<file path="config.mk">
export PLATFORM = sky130hd
export DESIGN_NAME = byte_split_channel_delta_filter_flat
export DESIGN_NICKNAME = d
export VERILOG_FILES = /design/src/bsd_pkg.sv /design/src/bsd_ifs.sv /design/src/byte_split_channel_delta_filter.sv /design/src/flat_wrapper.sv
export SDC_FILE = /design/constraint.sdc
export NUM_CORES = 1
export LEC_CHECK = 0
export BUFFER_PORTS_ARGS = -buffer_cell sky130_fd_sc_hd__buf_2
export CELL_PAD_IN_SITES_DETAIL_PLACEMENT = 0
export CELL_PAD_IN_SITES_GLOBAL_PLACEMENT = 1
export CORE_MARGIN = 4
export CORE_UTILIZATION = 31
export DETAILED_ROUTE_END_ITERATION = 6
export PLACE_DENSITY = 0.5
export SLEW_MARGIN = 20
export SYNTH_ARGS = -nofsm -noshare
export SYNTH_HDL_FRONTEND = slang
export SYNTH_SLANG_ARGS = --single-unit
</file>
<file path="constraint.sdc">
create_clock -name clk -period 8.52 [get_ports clk]
set_input_delay 1.704 -clock clk [delete_from_list [all_inputs] [get_ports clk]]
set_output_delay 1.704 -clock clk [all_outputs]
set_load 0.01 [all_outputs]
</file>
<file path="src/bsd_pkg.sv">
// ----------------------------------------------------------------------------
// bsd_pkg: shared constants, types and helpers of the byte split delta filter
// Sizes, configuration register codes and the size clamping functions.
// ----------------------------------------------------------------------------
package bsd_pkg;

	// Block limits
	localparam int MAX_CHANNELS = 64;
	localparam int MAX_ELEMS    = 262144;

	// Counter and field widths
	localparam int CH_W       = $clog2(MAX_CHANNELS);
	localparam int IDX_W      = $clog2(MAX_ELEMS);
	localparam int CCNT_W     = 7;
	localparam int ECNT_W     = 19;
	localparam int BYTE_W     = 8;
	localparam int ADDR_W     = 24;
	localparam int CFG_IDX_W  = 2;
	localparam int CFG_DATA_W = 19;
	localparam int PROD_W     = ECNT_W + CCNT_W;

	typedef logic [BYTE_W-1:0] byte_t;
	typedef logic [ADDR_W-1:0] addr_t;
	typedef logic [CH_W-1:0]   ch_t;
	typedef logic [IDX_W-1:0]  idx_t;
	typedef logic [CCNT_W-1:0] ccnt_t;
	typedef logic [ECNT_W-1:0] ecnt_t;

	// Configuration register indexes
	typedef enum logic [CFG_IDX_W-1:0] {
		CFG_CHANNEL_COUNT     = 2'd0,
		CFG_ELEMS_PER_CHANNEL = 2'd1,
		CFG_DECODE_MODE       = 2'd2,
		CFG_DELTA_ENABLE      = 2'd3
	} cfg_reg_t;

	// Item in flight between the accept stage and the output register
	typedef struct packed {
		byte_t               data;
		byte_t               dec_res;
		logic                hist_vld;
		logic                delta;
		logic                mode;
		logic                last;
		logic [PROD_W-1:0]   prod;
		idx_t                addend;
	} stage_t;

	// Zero acts as one, oversize saturates
	function automatic ccnt_t eff_channels(input ccnt_t c);
		ccnt_t r;
		r = c;
		if (c == '0)
			r = ccnt_t'(1);
		else if (c > ccnt_t'(MAX_CHANNELS))
			r = ccnt_t'(MAX_CHANNELS);
		return r;
	endfunction

	function automatic ecnt_t eff_elems(input ecnt_t e);
		ecnt_t r;
		r = e;
		if (e == '0)
			r = ecnt_t'(1);
		else if (e > ecnt_t'(MAX_ELEMS))
			r = ecnt_t'(MAX_ELEMS);
		return r;
	endfunction

endpackage

</file>
<file path="src/bsd_ifs.sv">
// ----------------------------------------------------------------------------
// bsd_ifs: channel interfaces of the byte split delta filter
// Source items, result items and the configuration write channel.
// ----------------------------------------------------------------------------
interface bsd_in_if;
	logic           valid;
	logic           ready;
	bsd_pkg::byte_t data_byte;
	logic           block_start;

	modport source (output valid, output data_byte, output block_start, input ready);
	modport sink   (input valid, input data_byte, input block_start, output ready);
endinterface

interface bsd_out_if;
	logic           valid;
	logic           ready;
	bsd_pkg::addr_t out_address;
	bsd_pkg::byte_t out_byte;
	logic           block_last;

	modport source (output valid, output out_address, output out_byte, output block_last,
		input ready);
	modport sink   (input valid, input out_address, input out_byte, input block_last,
		output ready);
endinterface

interface bsd_cfg_if;
	logic                              valid;
	logic                              ready;
	logic [bsd_pkg::CFG_IDX_W-1:0]     reg_index;
	logic [bsd_pkg::CFG_DATA_W-1:0]    wdata;

	modport source (output valid, output reg_index, output wdata, input ready);
	modport sink   (input valid, input reg_index, input wdata, output ready);
endinterface

</file>
<file path="src/byte_split_channel_delta_filter.sv">
// ----------------------------------------------------------------------------
// byte_split_channel_delta_filter: byte shuffle filter with per-channel delta
// Encode turns interleaved records into split order with per-channel deltas;
// decode rebuilds interleaved bytes from split order with a running sum.
//
//   port  | dir | carries
//   ------+-----+------------------------------------------------
//   src   | in  | data_byte, block_start
//   dst   | out | out_address, out_byte, block_last
//   cfg   | in  | reg_index, wdata (always ready)
//
// One item per cycle unless dst stalls; items pass stage 1, then out register.
// Channel history sits in a 64 x 8 RAM read and written at the accept edge,
// so consecutive bytes of one channel need no forwarding.
// Reset clears counters, accumulator and the history valid bits; no sweep.
// A stalled output holds one result and one more item in the pipe.
// ----------------------------------------------------------------------------
module byte_split_channel_delta_filter (
	input  logic        clk,
	input  logic        arst_n,
	bsd_in_if.sink      src,
	bsd_out_if.source   dst,
	bsd_cfg_if.sink     cfg
);

	// Configuration registers
	bsd_pkg::ccnt_t channel_count_q;
	bsd_pkg::ecnt_t elems_per_channel_q;
	logic           decode_mode_q;
	logic           delta_enable_q;

	// Block position and decode sum
	bsd_pkg::ch_t   ch_q;
	bsd_pkg::idx_t  idx_q;
	bsd_pkg::byte_t acc_q;
	logic [bsd_pkg::MAX_CHANNELS-1:0] hvld_q;

	// History RAM
	bsd_pkg::byte_t hist_mem [bsd_pkg::MAX_CHANNELS];
	bsd_pkg::byte_t hist_rd_s1;

	// Pipeline
	bsd_pkg::stage_t st_s1;
	logic            vld_s1;
	logic            out_vld_q;
	bsd_pkg::addr_t  out_addr_q;
	bsd_pkg::byte_t  out_byte_q;
	logic            out_last_q;

	// Accept stage signals
	logic            in_acc;
	logic            s1_move;
	bsd_pkg::ccnt_t  c_eff;
	bsd_pkg::ecnt_t  e_eff;
	bsd_pkg::ch_t    ch_cur;
	bsd_pkg::idx_t   idx_cur;
	bsd_pkg::byte_t  acc_cur;
	logic            ch_end;
	logic            idx_end;
	logic            last_cur;
	bsd_pkg::ch_t    ch_nxt;
	bsd_pkg::idx_t   idx_nxt;
	bsd_pkg::byte_t  dec_res;
	bsd_pkg::byte_t  acc_nxt;
	logic [bsd_pkg::MAX_CHANNELS-1:0] hvld_base;
	logic [bsd_pkg::MAX_CHANNELS-1:0] hvld_nxt;
	bsd_pkg::ecnt_t  mul_a;
	bsd_pkg::ccnt_t  mul_b;
	logic [bsd_pkg::PROD_W-1:0] prod;
	bsd_pkg::byte_t  hist_val;
	bsd_pkg::byte_t  res_s1;
	bsd_pkg::addr_t  addr_s1;

	// Handshakes
	assign cfg.ready = 1'b1;
	assign s1_move   = vld_s1 && (!out_vld_q || dst.ready);
	assign src.ready = !vld_s1 || s1_move;
	assign in_acc    = src.valid && src.ready;

	// Configuration writes
	always_ff @(posedge clk or negedge arst_n) begin
		if (!arst_n) begin
			channel_count_q     <= bsd_pkg::ccnt_t'(1);
			elems_per_channel_q <= bsd_pkg::ecnt_t'(1);
			decode_mode_q       <= 1'b0;
			delta_enable_q      <= 1'b1;
		end else if (cfg.valid && cfg.ready) begin
			case (bsd_pkg::cfg_reg_t'(cfg.reg_index))
				bsd_pkg::CFG_CHANNEL_COUNT:
					channel_count_q <= cfg.wdata[bsd_pkg::CCNT_W-1:0];
				bsd_pkg::CFG_ELEMS_PER_CHANNEL:
					elems_per_channel_q <= cfg.wdata[bsd_pkg::ECNT_W-1:0];
				bsd_pkg::CFG_DECODE_MODE:
					decode_mode_q <= cfg.wdata[0];
				bsd_pkg::CFG_DELTA_ENABLE:
					delta_enable_q <= cfg.wdata[0];
				default: ;
			endcase
		end
	end

	// Position, end flags and next position
	always_comb begin
		c_eff   = bsd_pkg::eff_channels(channel_count_q);
		e_eff   = bsd_pkg::eff_elems(elems_per_channel_q);
		ch_cur  = src.block_start ? '0 : ch_q;
		idx_cur = src.block_start ? '0 : idx_q;
		acc_cur = src.block_start ? '0 : acc_q;
		ch_end  = (bsd_pkg::ccnt_t'({1'b0, ch_cur}) + bsd_pkg::ccnt_t'(1)) >= c_eff;
		idx_end = (bsd_pkg::ecnt_t'({1'b0, idx_cur}) + bsd_pkg::ecnt_t'(1)) >= e_eff;
		last_cur = ch_end && idx_end;

		ch_nxt  = ch_cur;
		idx_nxt = idx_cur;
		if (last_cur) begin
			ch_nxt  = '0;
			idx_nxt = '0;
		end else if (!decode_mode_q) begin
			if (ch_end) begin
				ch_nxt  = '0;
				idx_nxt = idx_cur + bsd_pkg::idx_t'(1);
			end else begin
				ch_nxt = ch_cur + bsd_pkg::ch_t'(1);
			end
		end else begin
			if (idx_end) begin
				idx_nxt = '0;
				ch_nxt  = ch_cur + bsd_pkg::ch_t'(1);
			end else begin
				idx_nxt = idx_cur + bsd_pkg::idx_t'(1);
			end
		end

		// Decode running sum; restarts at each channel and block
		dec_res = delta_enable_q ? src.data_byte + acc_cur : src.data_byte;
		if (last_cur || (decode_mode_q && idx_end))
			acc_nxt = '0;
		else if (decode_mode_q)
			acc_nxt = dec_res;
		else
			acc_nxt = acc_cur;

		// History valid bits: an entry not written this block reads as zero
		hvld_base = src.block_start ? '0 : hvld_q;
		hvld_nxt  = hvld_base;
		if (!decode_mode_q)
			hvld_nxt[ch_cur] = 1'b1;
		if (last_cur)
			hvld_nxt = '0;

		// Address product: split order ch*e, interleaved idx*c
		mul_a = decode_mode_q ? bsd_pkg::ecnt_t'({1'b0, idx_cur}) : e_eff;
		mul_b = decode_mode_q ? c_eff : bsd_pkg::ccnt_t'({1'b0, ch_cur});
		prod  = bsd_pkg::PROD_W'(mul_a) * bsd_pkg::PROD_W'(mul_b);
	end

	// Control state
	always_ff @(posedge clk or negedge arst_n) begin
		if (!arst_n) begin
			ch_q   <= '0;
			idx_q  <= '0;
			acc_q  <= '0;
			hvld_q <= '0;
		end else if (in_acc) begin
			ch_q   <= ch_nxt;
			idx_q  <= idx_nxt;
			acc_q  <= acc_nxt;
			hvld_q <= hvld_nxt;
		end
	end

	// History RAM: read old value; in encode, write new byte at the same edge
	always_ff @(posedge clk) begin
		if (in_acc) begin
			hist_rd_s1 <= hist_mem[ch_cur];
			if (!decode_mode_q)
				hist_mem[ch_cur] <= src.data_byte;
		end
	end

	// Stage 1 register
	always_ff @(posedge clk or negedge arst_n) begin
		if (!arst_n)
			vld_s1 <= 1'b0;
		else if (src.ready)
			vld_s1 <= src.valid;
	end

	always_ff @(posedge clk) begin
		if (in_acc) begin
			st_s1.data     <= src.data_byte;
			st_s1.dec_res  <= dec_res;
			st_s1.hist_vld <= hvld_base[ch_cur];
			st_s1.delta    <= delta_enable_q;
			st_s1.mode     <= decode_mode_q;
			st_s1.last     <= last_cur;
			st_s1.prod     <= prod;
			st_s1.addend   <= decode_mode_q ? bsd_pkg::idx_t'(ch_cur) : idx_cur;
		end
	end

	// Stage 1: encode delta or decode result, and final address
	always_comb begin
		hist_val = st_s1.hist_vld ? hist_rd_s1 : '0;
		if (st_s1.mode)
			res_s1 = st_s1.dec_res;
		else if (st_s1.delta)
			res_s1 = st_s1.data - hist_val;
		else
			res_s1 = st_s1.data;
		addr_s1 = st_s1.prod[bsd_pkg::ADDR_W-1:0]
			+ bsd_pkg::addr_t'(st_s1.addend);
	end

	// Output register
	always_ff @(posedge clk or negedge arst_n) begin
		if (!arst_n)
			out_vld_q <= 1'b0;
		else if (s1_move)
			out_vld_q <= 1'b1;
		else if (dst.ready)
			out_vld_q <= 1'b0;
	end

	always_ff @(posedge clk) begin
		if (s1_move) begin
			out_addr_q <= addr_s1;
			out_byte_q <= res_s1;
			out_last_q <= st_s1.last;
		end
	end

	assign dst.valid       = out_vld_q;
	assign dst.out_address = out_addr_q;
	assign dst.out_byte    = out_byte_q;
	assign dst.block_last  = out_last_q;

`ifndef SYNTHESIS
	// Block end clears position, sum and history
	a_last_clears: assert property (@(posedge clk) disable iff (!arst_n)
		in_acc && last_cur |=> ch_q == '0 && idx_q == '0 && acc_q == '0 && hvld_q == '0)
		else $error("state not cleared after block end");

	// Decode sum restarts at channel end
	a_acc_restart: assert property (@(posedge clk) disable iff (!arst_n)
		in_acc && decode_mode_q && idx_end |=> acc_q == '0)
		else $error("decode sum not restarted");

	// Input only stalls when both pipeline slots are full and blocked
	a_stall_full: assert property (@(posedge clk) disable iff (!arst_n)
		!src.ready |-> vld_s1 && out_vld_q && !dst.ready)
		else $error("input stalled with room in pipeline");

	// A blocked result holds the item behind it
	a_s1_hold: assert property (@(posedge clk) disable iff (!arst_n)
		vld_s1 && !s1_move |=> vld_s1 && $stable(st_s1))
		else $error("stage 1 item lost under stall");
`endif

endmodule

</file>
<file path="src/flat_wrapper.sv">
// flat-port wrapper written by rule: the top's interface ports become plain ports
module byte_split_channel_delta_filter_flat 
  (clk, arst_n, src_valid, src_data_byte, src_block_start, src_ready, dst_valid, dst_out_address, dst_out_byte, dst_block_last, dst_ready, cfg_valid, cfg_reg_index, cfg_wdata, cfg_ready);
  bsd_in_if src_i ();
  bsd_out_if dst_i ();
  bsd_cfg_if cfg_i ();
  input  logic clk;
  input  logic arst_n;
  input wire logic [$bits(src_i.valid)-1:0] src_valid;
  input wire logic [$bits(src_i.data_byte)-1:0] src_data_byte;
  input wire logic [$bits(src_i.block_start)-1:0] src_block_start;
  output wire logic [$bits(src_i.ready)-1:0] src_ready;
  output wire logic [$bits(dst_i.valid)-1:0] dst_valid;
  output wire logic [$bits(dst_i.out_address)-1:0] dst_out_address;
  output wire logic [$bits(dst_i.out_byte)-1:0] dst_out_byte;
  output wire logic [$bits(dst_i.block_last)-1:0] dst_block_last;
  input wire logic [$bits(dst_i.ready)-1:0] dst_ready;
  input wire logic [$bits(cfg_i.valid)-1:0] cfg_valid;
  input wire logic [$bits(cfg_i.reg_index)-1:0] cfg_reg_index;
  input wire logic [$bits(cfg_i.wdata)-1:0] cfg_wdata;
  output wire logic [$bits(cfg_i.ready)-1:0] cfg_ready;
  assign src_i.valid = src_valid;
  assign src_i.data_byte = src_data_byte;
  assign src_i.block_start = src_block_start;
  assign src_ready = src_i.ready;
  assign dst_valid = dst_i.valid;
  assign dst_out_address = dst_i.out_address;
  assign dst_out_byte = dst_i.out_byte;
  assign dst_block_last = dst_i.block_last;
  assign dst_i.ready = dst_ready;
  assign cfg_i.valid = cfg_valid;
  assign cfg_i.reg_index = cfg_reg_index;
  assign cfg_i.wdata = cfg_wdata;
  assign cfg_ready = cfg_i.ready;
  byte_split_channel_delta_filter u_core (.clk(clk), .arst_n(arst_n), .src(src_i), .dst(dst_i), .cfg(cfg_i));
endmodule
</file>
**Word-level counts from Yosys, hierarchy flattened**

Memory sizes are Yosys's and may differ from the RTL's. A register that Yosys moved wholly into a read port is not among the register bits.
Cells that the tools add are included.

- Bits in writable memories: 512
- Word-level logic and storage cells: 95
- Latch bits: 0
- Output and inout port bits: 36
- Memories kept: 1
- Register bits: 221
- ROM bits: 0
- Bits of input ports: 35

Memory list:

| name | depth | width | read ports | clocked after Yosys merged registers in | wr ports | RTL line | text |
|---|---|---|---|---|---|---|---|
| u_core.hist_mem | 64 | 8 | 1 | 1 | 1 | byte_split_channel_delta_filter.sv:39 | `bsd_pkg::byte_t hist_mem [bsd_pkg::MAX_CHANNELS];` |

- Add/sub/neg operators: 7
- Multiplexer cells: 36
- Bitwise logic cells: 1
- Reductions and logical operators: 18
- Multipliers: 1
- Divide/modulo/power cells: 0
- Order comparisons: 6
- Shift operators: 0
- Equality and inequality tests: 3

Operator list:

| kind | number |
|---|---|
| $mux 64 | 3 |
| $mux 18 | 5 |
| $or 64x64->64 | 1 |
| $mux 19 | 3 |
| $mux 8 | 7 |
| $mux 6 | 6 |
| $add 24x18->24 | 1 |
| $mul 19x7->24 | 1 |
| $mux 7 | 3 |
| $add 18x1->19 const B | 1 |
| $ge 19x19->1 | 1 |
| $gt 19x19->1 const B | 1 |
| $logic_not 19->1 | 1 |
| $add 18x1->18 const B | 1 |
| $add 8x8->8 | 1 |
| $reduce_and 2->1 | 4 |
| $sub 8x8->8 | 1 |
| $add 6x1->7 const B | 1 |
| $ge 7x7->1 | 1 |
| $gt 7x7->1 const B | 1 |
| $logic_not 7->1 | 1 |
| $lt 6x7->1 const B | 1 |
| $mux 1 | 7 |
| $add 6x1->6 const B | 1 |
| 10 further kinds | 18 |

**Logic depth before layout (Yosys ltp)**

Gate-level depths: netlist of the first run.

- Depth in word-level cells: 8
- Depth in mapped cells: 25

**Worst setup path before layout of the first run**

Ideal clock, no wire load.

- Path type: input to register
- Start point: input port src_block_start
- End point: register u_core.st_s1[41] (netlist name), data pin
- Stages on the path: 21
- Path buffers: 2
- Data required time: 8.261 ns
- Setup time: 0.259 ns
- Path slack: 1.473 ns
- Arrival time: 6.788 ns
- Cells stage by stage: nand2b_1 clkbuf_1 nor2_1 a31oi_1 clkbuf_1 nor2_1 fa_1 fa_1 fa_1 inv_1 fa_1 inv_1 ha_1 a21o_1 a21oi_1 a32o_1 a31oi_1 a41oi_1 and3_1 nor2_1 a211o_1

- Word-level cells in the longest chain between the ends: 3
- Elaborated cells on any way between the ends: 5
- Those cells by class: 1 x mul; 4 x mux

Ends and longest elaborated chain:

| element | RTL line | text |
|---|---|---|
| start, declared | flat_wrapper.sv:11 | `input wire logic [$bits(src_i.block_start)-1:0] src_block_start;` |
| $mux 18 / $mux 6 (equally long branches) | byte_split_channel_delta_filter.sv:107, byte_split_channel_delta_filter.sv:106 |  |
| $mux 19 / $mux 7 (equally long branches) | byte_split_channel_delta_filter.sv:152, byte_split_channel_delta_filter.sv:153 |  |
| $mul 19x7->24 (*) | byte_split_channel_delta_filter.sv:154 | `prod = bsd_pkg::PROD_W'(mul_a) * bsd_pkg::PROD_W'(mul_b);` |
| via u_core.prod, one bit | byte_split_channel_delta_filter.sv:69 | `logic [bsd_pkg::PROD_W-1:0] prod;` |
| end, declared | byte_split_channel_delta_filter.sv:43 | `bsd_pkg::stage_t st_s1;` |

Mark *: on every way through the listed nets, which the timed path passes. The rest lies on a longest branch.
A chain may end at the register's enable or synchronous reset.

**Worst setup path after layout of the first run**

- Start point: input port src_block_start
- End point: register u_core.st_s1[40] (netlist name), data pin

The elaborated chain is that of the path after synthesis.

==> metrics.txt, run 1 <==
DR DRC count=0; die area=0.120 mm^2; Die H=346 um; Leakage=14.8 nW; Simple-Gate Fraction of Synth Area=9.69%; Multi-input gate area=0.0127 mm^2; clk slew on worst S/H paths=0.06 ns; vias=22690; FP Rows=123; DP Wirelength=72300 um; Arr. time, crit path=7.31 ns; CP Class=in -> reg; CP Data Required Time=8.94 ns; initial antenna violation count=6; routed wire length=108000 um; final hold viol count=0; worst r2r path cells=23; CTS tree=yes; Peak VDD IR=0.000178 V; port buffer count=69; Mapped Area=0.0354 mm^2; first-pass GRT wire length=161000 um; worst hold-check path type=reg -> reg; final std cells w/o fill=4371; ys async rst share=17.0%; nature of the critical path endpoint=register; RSZ-0062 raised after global routing=false; drt via density=5.19; Placer Congestion=0.829; syn avg cell area=12.9 um^2; Synth Area in XOR/XNOR=1.78%; Post-CTS Repair Setup Buffers=0; synthesized-area fraction occupied by adder cells=8.28%; drt pass-1 iters=5; worst hold stages=0; Ports=71; Worst Tran Pin Value=1.12 ns; r2r endpoint=u_core.st_s1[40]$_DFFE_PP_; Hold Slack=0.454 ns; largest family of logic cells by synthesized area=compound AO/OA/AOI/OAI gates; Fin Clk Skew=0.0533 ns; Worst slew margin=23.5%; clk sinks=741; All-Layer GR Usage=17.8%; Reg area=0.0216 mm^2; CTS Buffer Depth=3; total CTS buffers=88; synth warn=0; gr ovfl total=0; Seq cells post-synth=741; Antenna Nets Post-Route=0; fillers=10951; syn_nets=2956; worst-skew pair later-pin latency=0.68 ns; Final Max Tran Viols=0; initial core utilization=31.4%; die width=346 um; post-CTS sizing=0; DRT iter0 DRCs=1905; HP Start=u_core.st_s1[44]$_DFFE_PP_; Hold Crit Endpoint=u_core.dst.block_last$_DFFE_PP_; minimum clock period=6.89 ns; Syn Inst Count=2738; reg2reg start=u_core.elems_per_channel_q[3]$_DFFE_PN0P_; Final period util=80.9%; layout cells sized above 1=12.5%; number of synthesized flops with an enable pin=615; Layout Nets=3016; cts hold-fix bufs=0; maxcap violations=0; status=completed; Finish-stage setup viols=0; sequential area share after synthesis=61.0%; Unique masters post-synth=77; Area Growth Syn to Fin=14.2%; Compound-Gate Fraction of Synth Area=11.3%; largest net degree at the start of global routing=81; H-tree depth=3; CP max FO=13; final setup TNS=0 ns; multiplexer share of the synthesized area=4.71%; Pwr Density=264 mW/mm^2; clk root buf=clkbuf_16; FF-to-FF setup slack=1.64 ns; total core area=0.113 mm^2; Cells after DPL=4207; startpoint types=primary input; Most used DFF post-synth=edfxtp_1; vias in the first global route=23258; WL per Instance=24.8 um; fmax=145 MHz
==> kinds of logic (layout without fill, tap and decap cells) <==
| logic type | count (synthesis) | count (layout) |
|---|---|---|
| AOI/OAI and AO/OA | 580 | 580 |
| xor gates and xnor gates | 72 | 72 |
| adders and majority gates | 183 | 183 |
| buffers and inverters | 272 | 403 |
| DFF | 741 | 741 |
| muxes | 127 | 127 |
| other | 1 | 3 |
| and+or+nand+nor | 762 | 762 |
==> critical path, cell delays in order <==
cell     delay [ns]
buf_2          0.25
inv_1          0.25
nand2_1        0.16
inv_1          0.07
a21oi_1        0.43
or2_2          0.21
fa_1           0.44
fa_1           0.55
inv_1          0.06
fa_1           0.53
inv_1          0.05
fa_1           0.54
inv_1          0.04
ha_1           0.33
o21ai_0        0.09
nor2_1         0.09
o41ai_1        0.53
or3_1          0.21
a31oi_1        0.17
a211o_1        0.31
a21oi_1        0.17
xnor2_1        0.10
==> power by group <==
| group | internal [W] | total (W) | switching (W) |
|---|---|---|---|
| sequential | 0.00416 | 0.00432 | 0.000156 |
| combinational | 0.000865 | 0.00256 | 0.00170 |
| clock | 0.00224 | 0.00381 | 0.00157 |
==> how the worst max path moves through the flow <==
stage	from	end	slack [ns]	cells after the start
floorplan	src_block_start	u_core.st_s1[41]$_DFFE_PP_	1.47	21
global route	u_core.elems_per_channel_q[3]$_DFFE_PN0P_	u_core.st_s1[40]$_DFFE_PP_	1.10	23
global placement	src_block_start	u_core.st_s1[40]$_DFFE_PP_	0.91	23
CTS	u_core.elems_per_channel_q[3]$_DFFE_PN0P_	u_core.st_s1[40]$_DFFE_PP_	1.63	23
detailed placement	src_block_start	u_core.st_s1[40]$_DFFE_PP_	0.94	22
finish	src_block_start	u_core.st_s1[40]$_DFFE_PP_	1.63	22
==> final cells by class <==
cell class	count	share of cell area, %
diodes	2	0.0124
clock buffers	110	5.77
clock inverters	51	1.49
inverters	109	1.01
multi-input cells	1725	31.5
flip-flops and latches	741	53.5
well taps	1500	4.64
repair buffers	133	2.12
==> cells in the mapped netlist, types with 35 or more instances <==
cell / count / share of area, %
a21oi_1: 164 / 2.3
a221oi_1: 41 / 1.0
buf_2: 46 / 0.65
clkbuf_1: 90 / 0.95
dfrtp_1: 123 / 8.7
edfxtp_1: 615 / 52
fa_1: 86 / 4.9
ha_1: 97 / 3.4
inv_1: 106 / 1.1
mux2_2: 36 / 1.1
mux2i_1: 64 / 1.8
nand2_1: 274 / 2.9
nand2b_1: 36 / 0.64
nand3_1: 35 / 0.49
nor2_1: 253 / 2.7
nor2b_1: 35 / 0.62
o21ai_0: 88 / 1.2
o2bb2ai_1: 69 / 1.7
xnor2_1: 47 / 1.2
==> stage by stage <==
stage / instance area (um^2) / setup slack (ns) / utilization, % / total power [W]
finish: 40500 / 1.63 / 35.8 / 0.0107
global route: 40400 / 1.10 / 35.8 / 0.0112
CTS: 40400 / 1.63 / 35.8 / 0.0108
detailed placement: 37500 / 0.944 / 33.2 / 0.00696
global placement: 37500 / 0.913 / 33.2 / 0.00696
floorplan: 35400 / 1.47 / - / 0.00597
==> flip-flops by register name (all words and copies together), names as in the netlist, 8 cells and up <==
name	cells
u_core.acc_q	8
u_core.dst.out_address	24
u_core.dst.out_byte	8
u_core.elems_per_channel_q	19
u_core.hist_mem	512
u_core.hist_rd_s1	8
u_core.hvld_q	64
u_core.idx_q	18
u_core.st_s1	62
==> layout by cell type (no fill, tap or decap), types with 20 or more instances in the layout <==
| master | instances |
|---|---|
| ha_1 | 97 |
| a22oi_1 | 21 |
| a21o_1 | 21 |
| mux2_2 | 36 |
| clkinv_2 | 23 |
| a31oi_1 | 20 |
| o21ai_0 | 88 |
| a311oi_1 | 25 |
| clkbuf_16 | 88 |
| xnor2_1 | 47 |
| a221o_1 | 23 |
| dfrtp_1 | 121 |
| inv_1 | 104 |
| mux2i_1 | 64 |
| fa_1 | 86 |
| nand2b_1 | 36 |
| buf_4 | 61 |
| edfxtp_1 | 615 |
| nand2_1 | 273 |
| a21oi_1 | 164 |
| o2bb2ai_1 | 69 |
| and2_1 | 23 |
| mux4_2 | 23 |
| buf_2 | 68 |
| nand3_1 | 35 |
| a221oi_1 | 41 |
| a2111oi_0 | 25 |
| nor3_1 | 22 |
| xor2_1 | 25 |
| nor2b_1 | 33 |
| nor2_1 | 251 |
==> per-layer routing <==
layer | GRT usage (%) | share of wire [%]
met1 | 26.2 | 48
met2 | 27.9 | 45
met3 | 2.46 | 5.2
met4 | 4.14 | 1.7
met5 | 0 | 0
No activity file was read; power rests on OpenSTA's default activity.
==> run 2, diff against run 1 <==
PLACE_DENSITY = 0.52   (was 0.5)
clock period = 6.03 ns   (was 8.52 ns; I/O delays follow)
==> metrics.txt, run 2 (same netlist as run 1, synthesis figures left out) <==
most flop-heavy register=u_core.hist_mem (unchanged); fmax=165 MHz; worst hold stages=0 (unchanged); CTS tree=yes (unchanged); port buffer count=69 (unchanged); clk sinks=741 (unchanged); combinational share of power=26.9% (was 24.0%); Placer Congestion=0.844 (was 0.829); Hold Crit Endpoint=u_core.dst.block_last$_DFFE_PP_ (unchanged); cts hold-fix bufs=0 (unchanged); All-Layer GR Usage=18.2% (was 17.8%); DRT iter0 DRCs=1688 (was 1905); Finish-stage setup viols=4 (was 0); Fin Clk Skew=0.0526 ns (was 0.0533 ns); nature of the critical path endpoint=register (unchanged); FP Rows=123 (unchanged); worst r2r path cells=25 (was 23); Worst slew margin=25.7% (was 23.5%); DR DRC count=0 (unchanged); vias in the first global route=24336 (was 23258); Critical Path Max Stage Delay=0.54 ns (was 0.55 ns); Area Growth Syn to Fin=19.3% (was 14.2%); CP Class=reg -> reg (was in -> reg); clk slew on worst S/H paths=0.06 ns (about the same); Ports=71 (unchanged); CP max FO=4 (was 13); Peak VDD IR=0.000210 V (was 0.000178 V); Worst Tran Pin Value=1.11 ns (was 1.12 ns); Layout Nets=3198 (was 3016); RSZ-0062 raised after global routing=true (was false); Critical Path Most Common Cell=fa_1 (was inv_1); total CTS buffers=86 (was 88); Leakage=15.7 nW (was 14.8 nW); Final Max Tran Viols=0 (unchanged); reg2reg start=u_core.elems_per_channel_q[5]$_DFFE_PN0P_ (was u_core.elems_per_channel_q[3]$_DFFE_PN0P_); Die H=346 um (unchanged); Pwr Density=361 mW/mm^2 (was 264 mW/mm^2); top flop regs=u_core.hist_mem x512, u_core.hvld_q x64, u_core.st_s1 x62 (unchanged); pre-CTS WS=-0.494 ns (was 0.944 ns); Antenna Nets Post-Route=0 (unchanged); Internal=0.0103 W (was 0.00726 W); initial core utilization=31.4% (unchanged); maxcap violations=0 (unchanged); layout cells sized above 1=20.2% (was 12.5%); minimum clock period=6.07 ns; P_sw=0.00496 W (was 0.00342 W); largest net degree at the start of global routing=74 (was 81); Flop pwr share=39.7% (was 40.4%); r2r endpoint=u_core.st_s1[40]$_DFFE_PP_ (unchanged); worst-skew pair later-pin latency=0.68 ns (about the same); total core area=0.113 mm^2 (unchanged); initial antenna violation count=8 (was 6); gr ovfl total=0 (unchanged); Setup WS post-layout=-0.0422 ns (was 1.63 ns); HP Start=u_core.st_s1[44]$_DFFE_PP_ (unchanged); DP Wirelength=74700 um (was 72300 um); FF-to-FF setup slack=-0.04 ns (was 1.64 ns); worst hold-check path type=reg -> reg (unchanged); Arr. time, crit path=6.48 ns (was 7.31 ns); drt via density=5.13 (was 5.19); clock power share=33.4% (was 35.6%); CP Data Required Time=6.44 ns (was 8.94 ns); Hold Slack=0.419 ns (was 0.454 ns); switching share of power=32.5% (was 32.0%); violated checks=negative setup slack; die width=346 um (unchanged); total power=0.0153 W (was 0.0107 W); Final period util=101%; number of flip-flops in the largest register=512 (unchanged); routed wire length=110000 um (was 108000 um); final hold viol count=0 (unchanged); drt pass-1 iters=5 (unchanged); status=finished, violations left (was completed); clk root buf=clkbuf_16 (unchanged); die area=0.120 mm^2 (unchanged); WL per Instance=24.2 um (was 24.8 um); H-tree depth=3 (unchanged); CP max-delay cell=or4_4 (was fa_1); startpoint types=register (was primary input); first-pass GRT wire length=165000 um (was 161000 um); vias=23372 (was 22690); CTS Buffer Depth=3 (unchanged); most frequent cells in the layout=edfxtp_1, nand2_1, buf_4 (was edfxtp_1, nand2_1, nor2_1); commonest non-fill, non-tap cell in the layout=edfxtp_1 (unchanged)
run 2: area by class of cell:
| type | instances | area [um^2] |
|---|---|---|
| fillers | 10922 | 70700 |
| well taps | 1500 | 1880 |
| flip-flops and latches | 741 | 21600 |
| inverters | 109 | 410 |
| repair buffers | 317 | 2280 |
| multi-input cells | 1725 | 13300 |
| clock buffers | 116 | 2290 |
| diodes | 1 | 2.50 |
| clock inverters | 45 | 472 |
run 2: critical path: cells and delay by family, from the launching register on:
| family | cells | cell delay (ns) |
|---|---|---|
| DFF | 1 | 0.37 |
| xor gates and xnor gates | 1 | 0.12 |
| adders and majority gates | 5 | 2.25 |
| AOI/OAI and AO/OA | 6 | 0.60 |
| and+or+nand+nor | 8 | 2.08 |
| buffers and inverters | 5 | 0.42 |
run 2: worst max path at each step:
stage / from / to / slack [ns]
6_report: u_core.elems_per_channel_q[5]$_DFFE_PN0P_ / u_core.st_s1[40]$_DFFE_PP_ / -0.04
5_1_grt: u_core.elems_per_channel_q[5]$_DFFE_PN0P_ / u_core.st_s1[40]$_DFFE_PP_ / -0.24
4_1_cts: u_core.elems_per_channel_q[5]$_DFFE_PN0P_ / u_core.st_s1[41]$_DFFE_PP_ / -0.05
3_5_place_dp: src_block_start / u_core.st_s1[41]$_DFFE_PP_ / -0.49
3_3_place_gp: src_block_start / u_core.st_s1[41]$_DFFE_PP_ / -0.53
2_1_floorplan: src_block_start / u_core.st_s1[41]$_DFFE_PP_ / -0.02
run 2: through the flow:
stage	setup TNS (ns)	cells	area [um^2]	utilization [%]
6_report	-0.0997	4554	42300	37.4
5_1_grt	-1.25	4553	42300	37.4
2_1_floorplan	-0.0167	2738	35600	-
3_5_place_dp	-14.28	4385	39000	34.5
4_1_cts	-0.161	4551	42200	37.3
3_3_place_gp	-15.00	4385	39000	34.5
run 2: power groups by stage:
stage | combinational, W | sequential, W | clock [W]
6_report | 0.00410 | 0.00606 | 0.00510
5_1_grt | 0.00446 | 0.00609 | 0.00545
4_1_cts | 0.00411 | 0.00607 | 0.00523
3_5_place_dp | 0.00398 | 0.00617 | 0
3_3_place_gp | 0.00397 | 0.00616 | 0
2_1_floorplan | 0.00238 | 0.00610 | 0
run 2: metal layers:
metal,global-route usage [%],share of wire (%),vias to the layer above,wire [um]
li1,-,-,10660,-
met1,26.0,47,11956,51600
met2,29.0,46,616,50400
met3,3.12,5.5,138,6040
met4,3.97,1.9,2,2140
met5,0,0.012,-,13
run 2: repair_timing:
action,in CTS,in global routing
endpoints found under the hold margin,0,0
gates cloned,0,0
endpoints found under the setup margin,9,9
pin swaps,85,11
buffers inserted,8,3
resized for setup,96,18
==> run 3, diff against run 2 <==
ABC_CLOCK_PERIOD_IN_PS = 7320   (was unset)
PLACE_DENSITY = 0.48   (was 0.52)
clock period = 7.32 ns   (was 6.03 ns; I/O delays follow)
==> metrics.txt, run 3 (same netlist as run 1, synthesis figures left out) <==
P_sw=0.00402 W (was 0.00496 W); DRT iter0 DRCs=1847 (was 1688); fmax=147 MHz (was 165 MHz); total CTS buffers=88 (was 86); worst hold stages=0 (unchanged); total core area=0.113 mm^2 (unchanged); clk root buf=clkbuf_16 (unchanged); switching share of power=32.6% (was 32.5%); Final period util=92.9% (was 101%); Worst slew margin=20.0% (was 25.7%); maxcap violations=0 (unchanged); first-pass GRT wire length=164000 um (was 165000 um); most frequent cells in the layout=edfxtp_1, nand2_1, nor2_1 (was edfxtp_1, nand2_1, buf_4); fin util=35.9% (was 37.4%); vias in the first global route=23522 (was 24336); commonest non-fill, non-tap cell in the layout=edfxtp_1 (unchanged); Area Growth Syn to Fin=14.5% (was 19.3%); most flop-heavy register=u_core.hist_mem (unchanged); final setup TNS=0 ns (was -0.0997 ns); Peak VDD IR=0.000149 V (was 0.000210 V); fillers=11024 (was 10922); combinational share of power=25.0% (was 26.9%); drt pass-1 iters=5 (unchanged); die area=0.120 mm^2 (unchanged); Flop pwr share=40.8% (was 39.7%); Die H=346 um (unchanged); worst hold-check path type=reg -> reg (unchanged); Antenna Nets Post-Route=0 (unchanged); initial core utilization=31.4% (unchanged); Leakage=14.9 nW (was 15.7 nW); pre-CTS WS=0.282 ns (was -0.494 ns); Final Max Tran Viols=0 (unchanged); Ports=71 (unchanged); Placer Congestion=0.831 (was 0.844); die width=346 um (unchanged); FP Rows=123 (unchanged); WL per Instance=25.1 um (was 24.2 um); clk slew on worst S/H paths=0.06 ns (about the same); Antenna Diode Count=0 (was 1); cts hold-fix bufs=0 (unchanged); H-tree depth=3 (unchanged); Arr. time, crit path=7.20 ns (was 6.48 ns); status=completed (was finished, violations left); routed wire length=110000 um (about the same); Post-CTS Repair Setup Buffers=0 (was 8); CTS tree=yes (unchanged); Pwr Density=304 mW/mm^2 (was 361 mW/mm^2); Setup WS post-layout=0.520 ns (was -0.0422 ns); Internal=0.00832 W (was 0.0103 W); DR DRC count=0 (unchanged); nature of the critical path endpoint=register (unchanged); Worst Tran Pin Value=1.17 ns (was 1.11 ns); CP Data Required Time=7.72 ns (was 6.44 ns); clk sinks=741 (unchanged); total power=0.0123 W (was 0.0153 W); CTS Buffer Depth=3 (unchanged); port buffer count=69 (unchanged); Cells after DPL=4238 (was 4385); minimum clock period=6.80 ns (was 6.07 ns); top flop regs=u_core.hist_mem x512, u_core.hvld_q x64, u_core.st_s1 x62 (unchanged); largest net degree at the start of global routing=79 (was 74); drt via density=5.20 (was 5.13); startpoint types=register (unchanged); post-CTS sizing=0 (was 96); worst r2r path cells=23 (was 25); CP Class=reg -> reg (unchanged); CP max FO=9 (was 4); number of flip-flops in the largest register=512 (unchanged); RSZ-0062 raised after global routing=false (was true); Layout Nets=3046 (was 3198); layout cells sized above 1=13.2% (was 20.2%); vias=22886 (was 23372); DP Wirelength=73300 um (was 74700 um); worst-skew pair later-pin latency=0.67 ns (was 0.68 ns); initial antenna violation count=2 (was 8); Finish-stage setup viols=0 (was 4); final hold viol count=0 (unchanged); Fin Clk Skew=0.0380 ns (was 0.0526 ns); gr ovfl total=0 (unchanged); final std cells w/o fill=4402 (was 4554); clock power share=34.3% (was 33.4%); All-Layer GR Usage=18.2% (about the same)
run 3: cell count changes in the layout (fill, tap and decap cells not counted), moves of 8 or more:
| cell | before | now |
|---|---|---|
| nand2_4 | 8 | 0 |
| nor2_2 | 20 | 0 |
| a21oi_1 | 152 | 164 |
| nor2_4 | 14 | 0 |
| buf_4 | 242 | 90 |
| nand2_1 | 262 | 273 |
| clkbuf_1 | 27 | 13 |
| clkinv_2 | 11 | 21 |
| nor2_1 | 219 | 253 |
run 3: power groups by stage:
stage               combinational, W  sequential, W  clock (W)
finish                       0.00308        0.00503    0.00423
global route                 0.00336        0.00506    0.00455
CTS                          0.00311        0.00503    0.00435
detailed placement           0.00310        0.00512          0
global placement             0.00309        0.00511          0
floorplan                    0.00193        0.00502          0
run 3: metal layers:
metal	up-vias	GRT usage [%]	routed length [um]
met2	588	28.6	49800
met1	11803	27.0	53800
met5	-	0	0
met4	0	4.23	1940
li1	10370	-	-
met3	125	2.25	4940
run 3: final cells by class:
class | count | area [um^2] | area share (%)
clock buffers | 103 | 2290 | 5.64
clock inverters | 61 | 513 | 1.26
inverters | 109 | 410 | 1.01
multi-input cells | 1725 | 12700 | 31.4
flip-flops and latches | 741 | 21600 | 53.3
well taps | 1500 | 1880 | 4.63
repair buffers | 163 | 1100 | 2.71
run 3: worst max-delay path, stage by stage, from the launching register on:
cell and delay, ns:
dfrtp_1 0.40, or4_1 0.51, or4_1 0.51, nand2_1 0.25, nand2_1 0.14, nor2_1 0.28
a21oi_1 0.08, buf_4 0.18, nor2_1 0.13, fa_1 0.45, fa_1 0.47, fa_1 0.55
inv_1 0.06, fa_1 0.52, inv_1 0.04, ha_1 0.33, a21o_1 0.20, a21oi_1 0.31
a32o_1 0.22, a31oi_1 0.06, a41oi_1 0.28, and3_1 0.21, nor2_1 0.07, a211o_1 0.27
run 3: stage by stage:
stage / hold WS (ns) / area (um^2)
detailed placement: 0.412 / 37700
global placement: 0.412 / 37700
global route: 0.437 / 40600
finish: 0.422 / 40600
floorplan: 0.400 / 35400
CTS: 0.425 / 40500
run 3: path summary, 6_finish.rpt:
kind	startpoint	endpoint	slack, ns
worst max-delay path	u_core.elems_per_channel_q[3]$_DFFE_PN0P_	u_core.st_s1[41]$_DFFE_PP_	0.52
min in group asynchronous	arst_n	u_core.elems_per_channel_q[13]$_DFFE_PN0P_	0.78
worst min-delay path	u_core.st_s1[44]$_DFFE_PP_	u_core.dst.block_last$_DFFE_PP_	0.42
worst max register to register	u_core.elems_per_channel_q[3]$_DFFE_PN0P_	u_core.st_s1[41]$_DFFE_PP_	0.52
max in group asynchronous	arst_n	u_core.hvld_q[41]$_DFFE_PN0P_	5.41
worst min register to register	u_core.st_s1[44]$_DFFE_PP_	u_core.dst.block_last$_DFFE_PP_	0.42
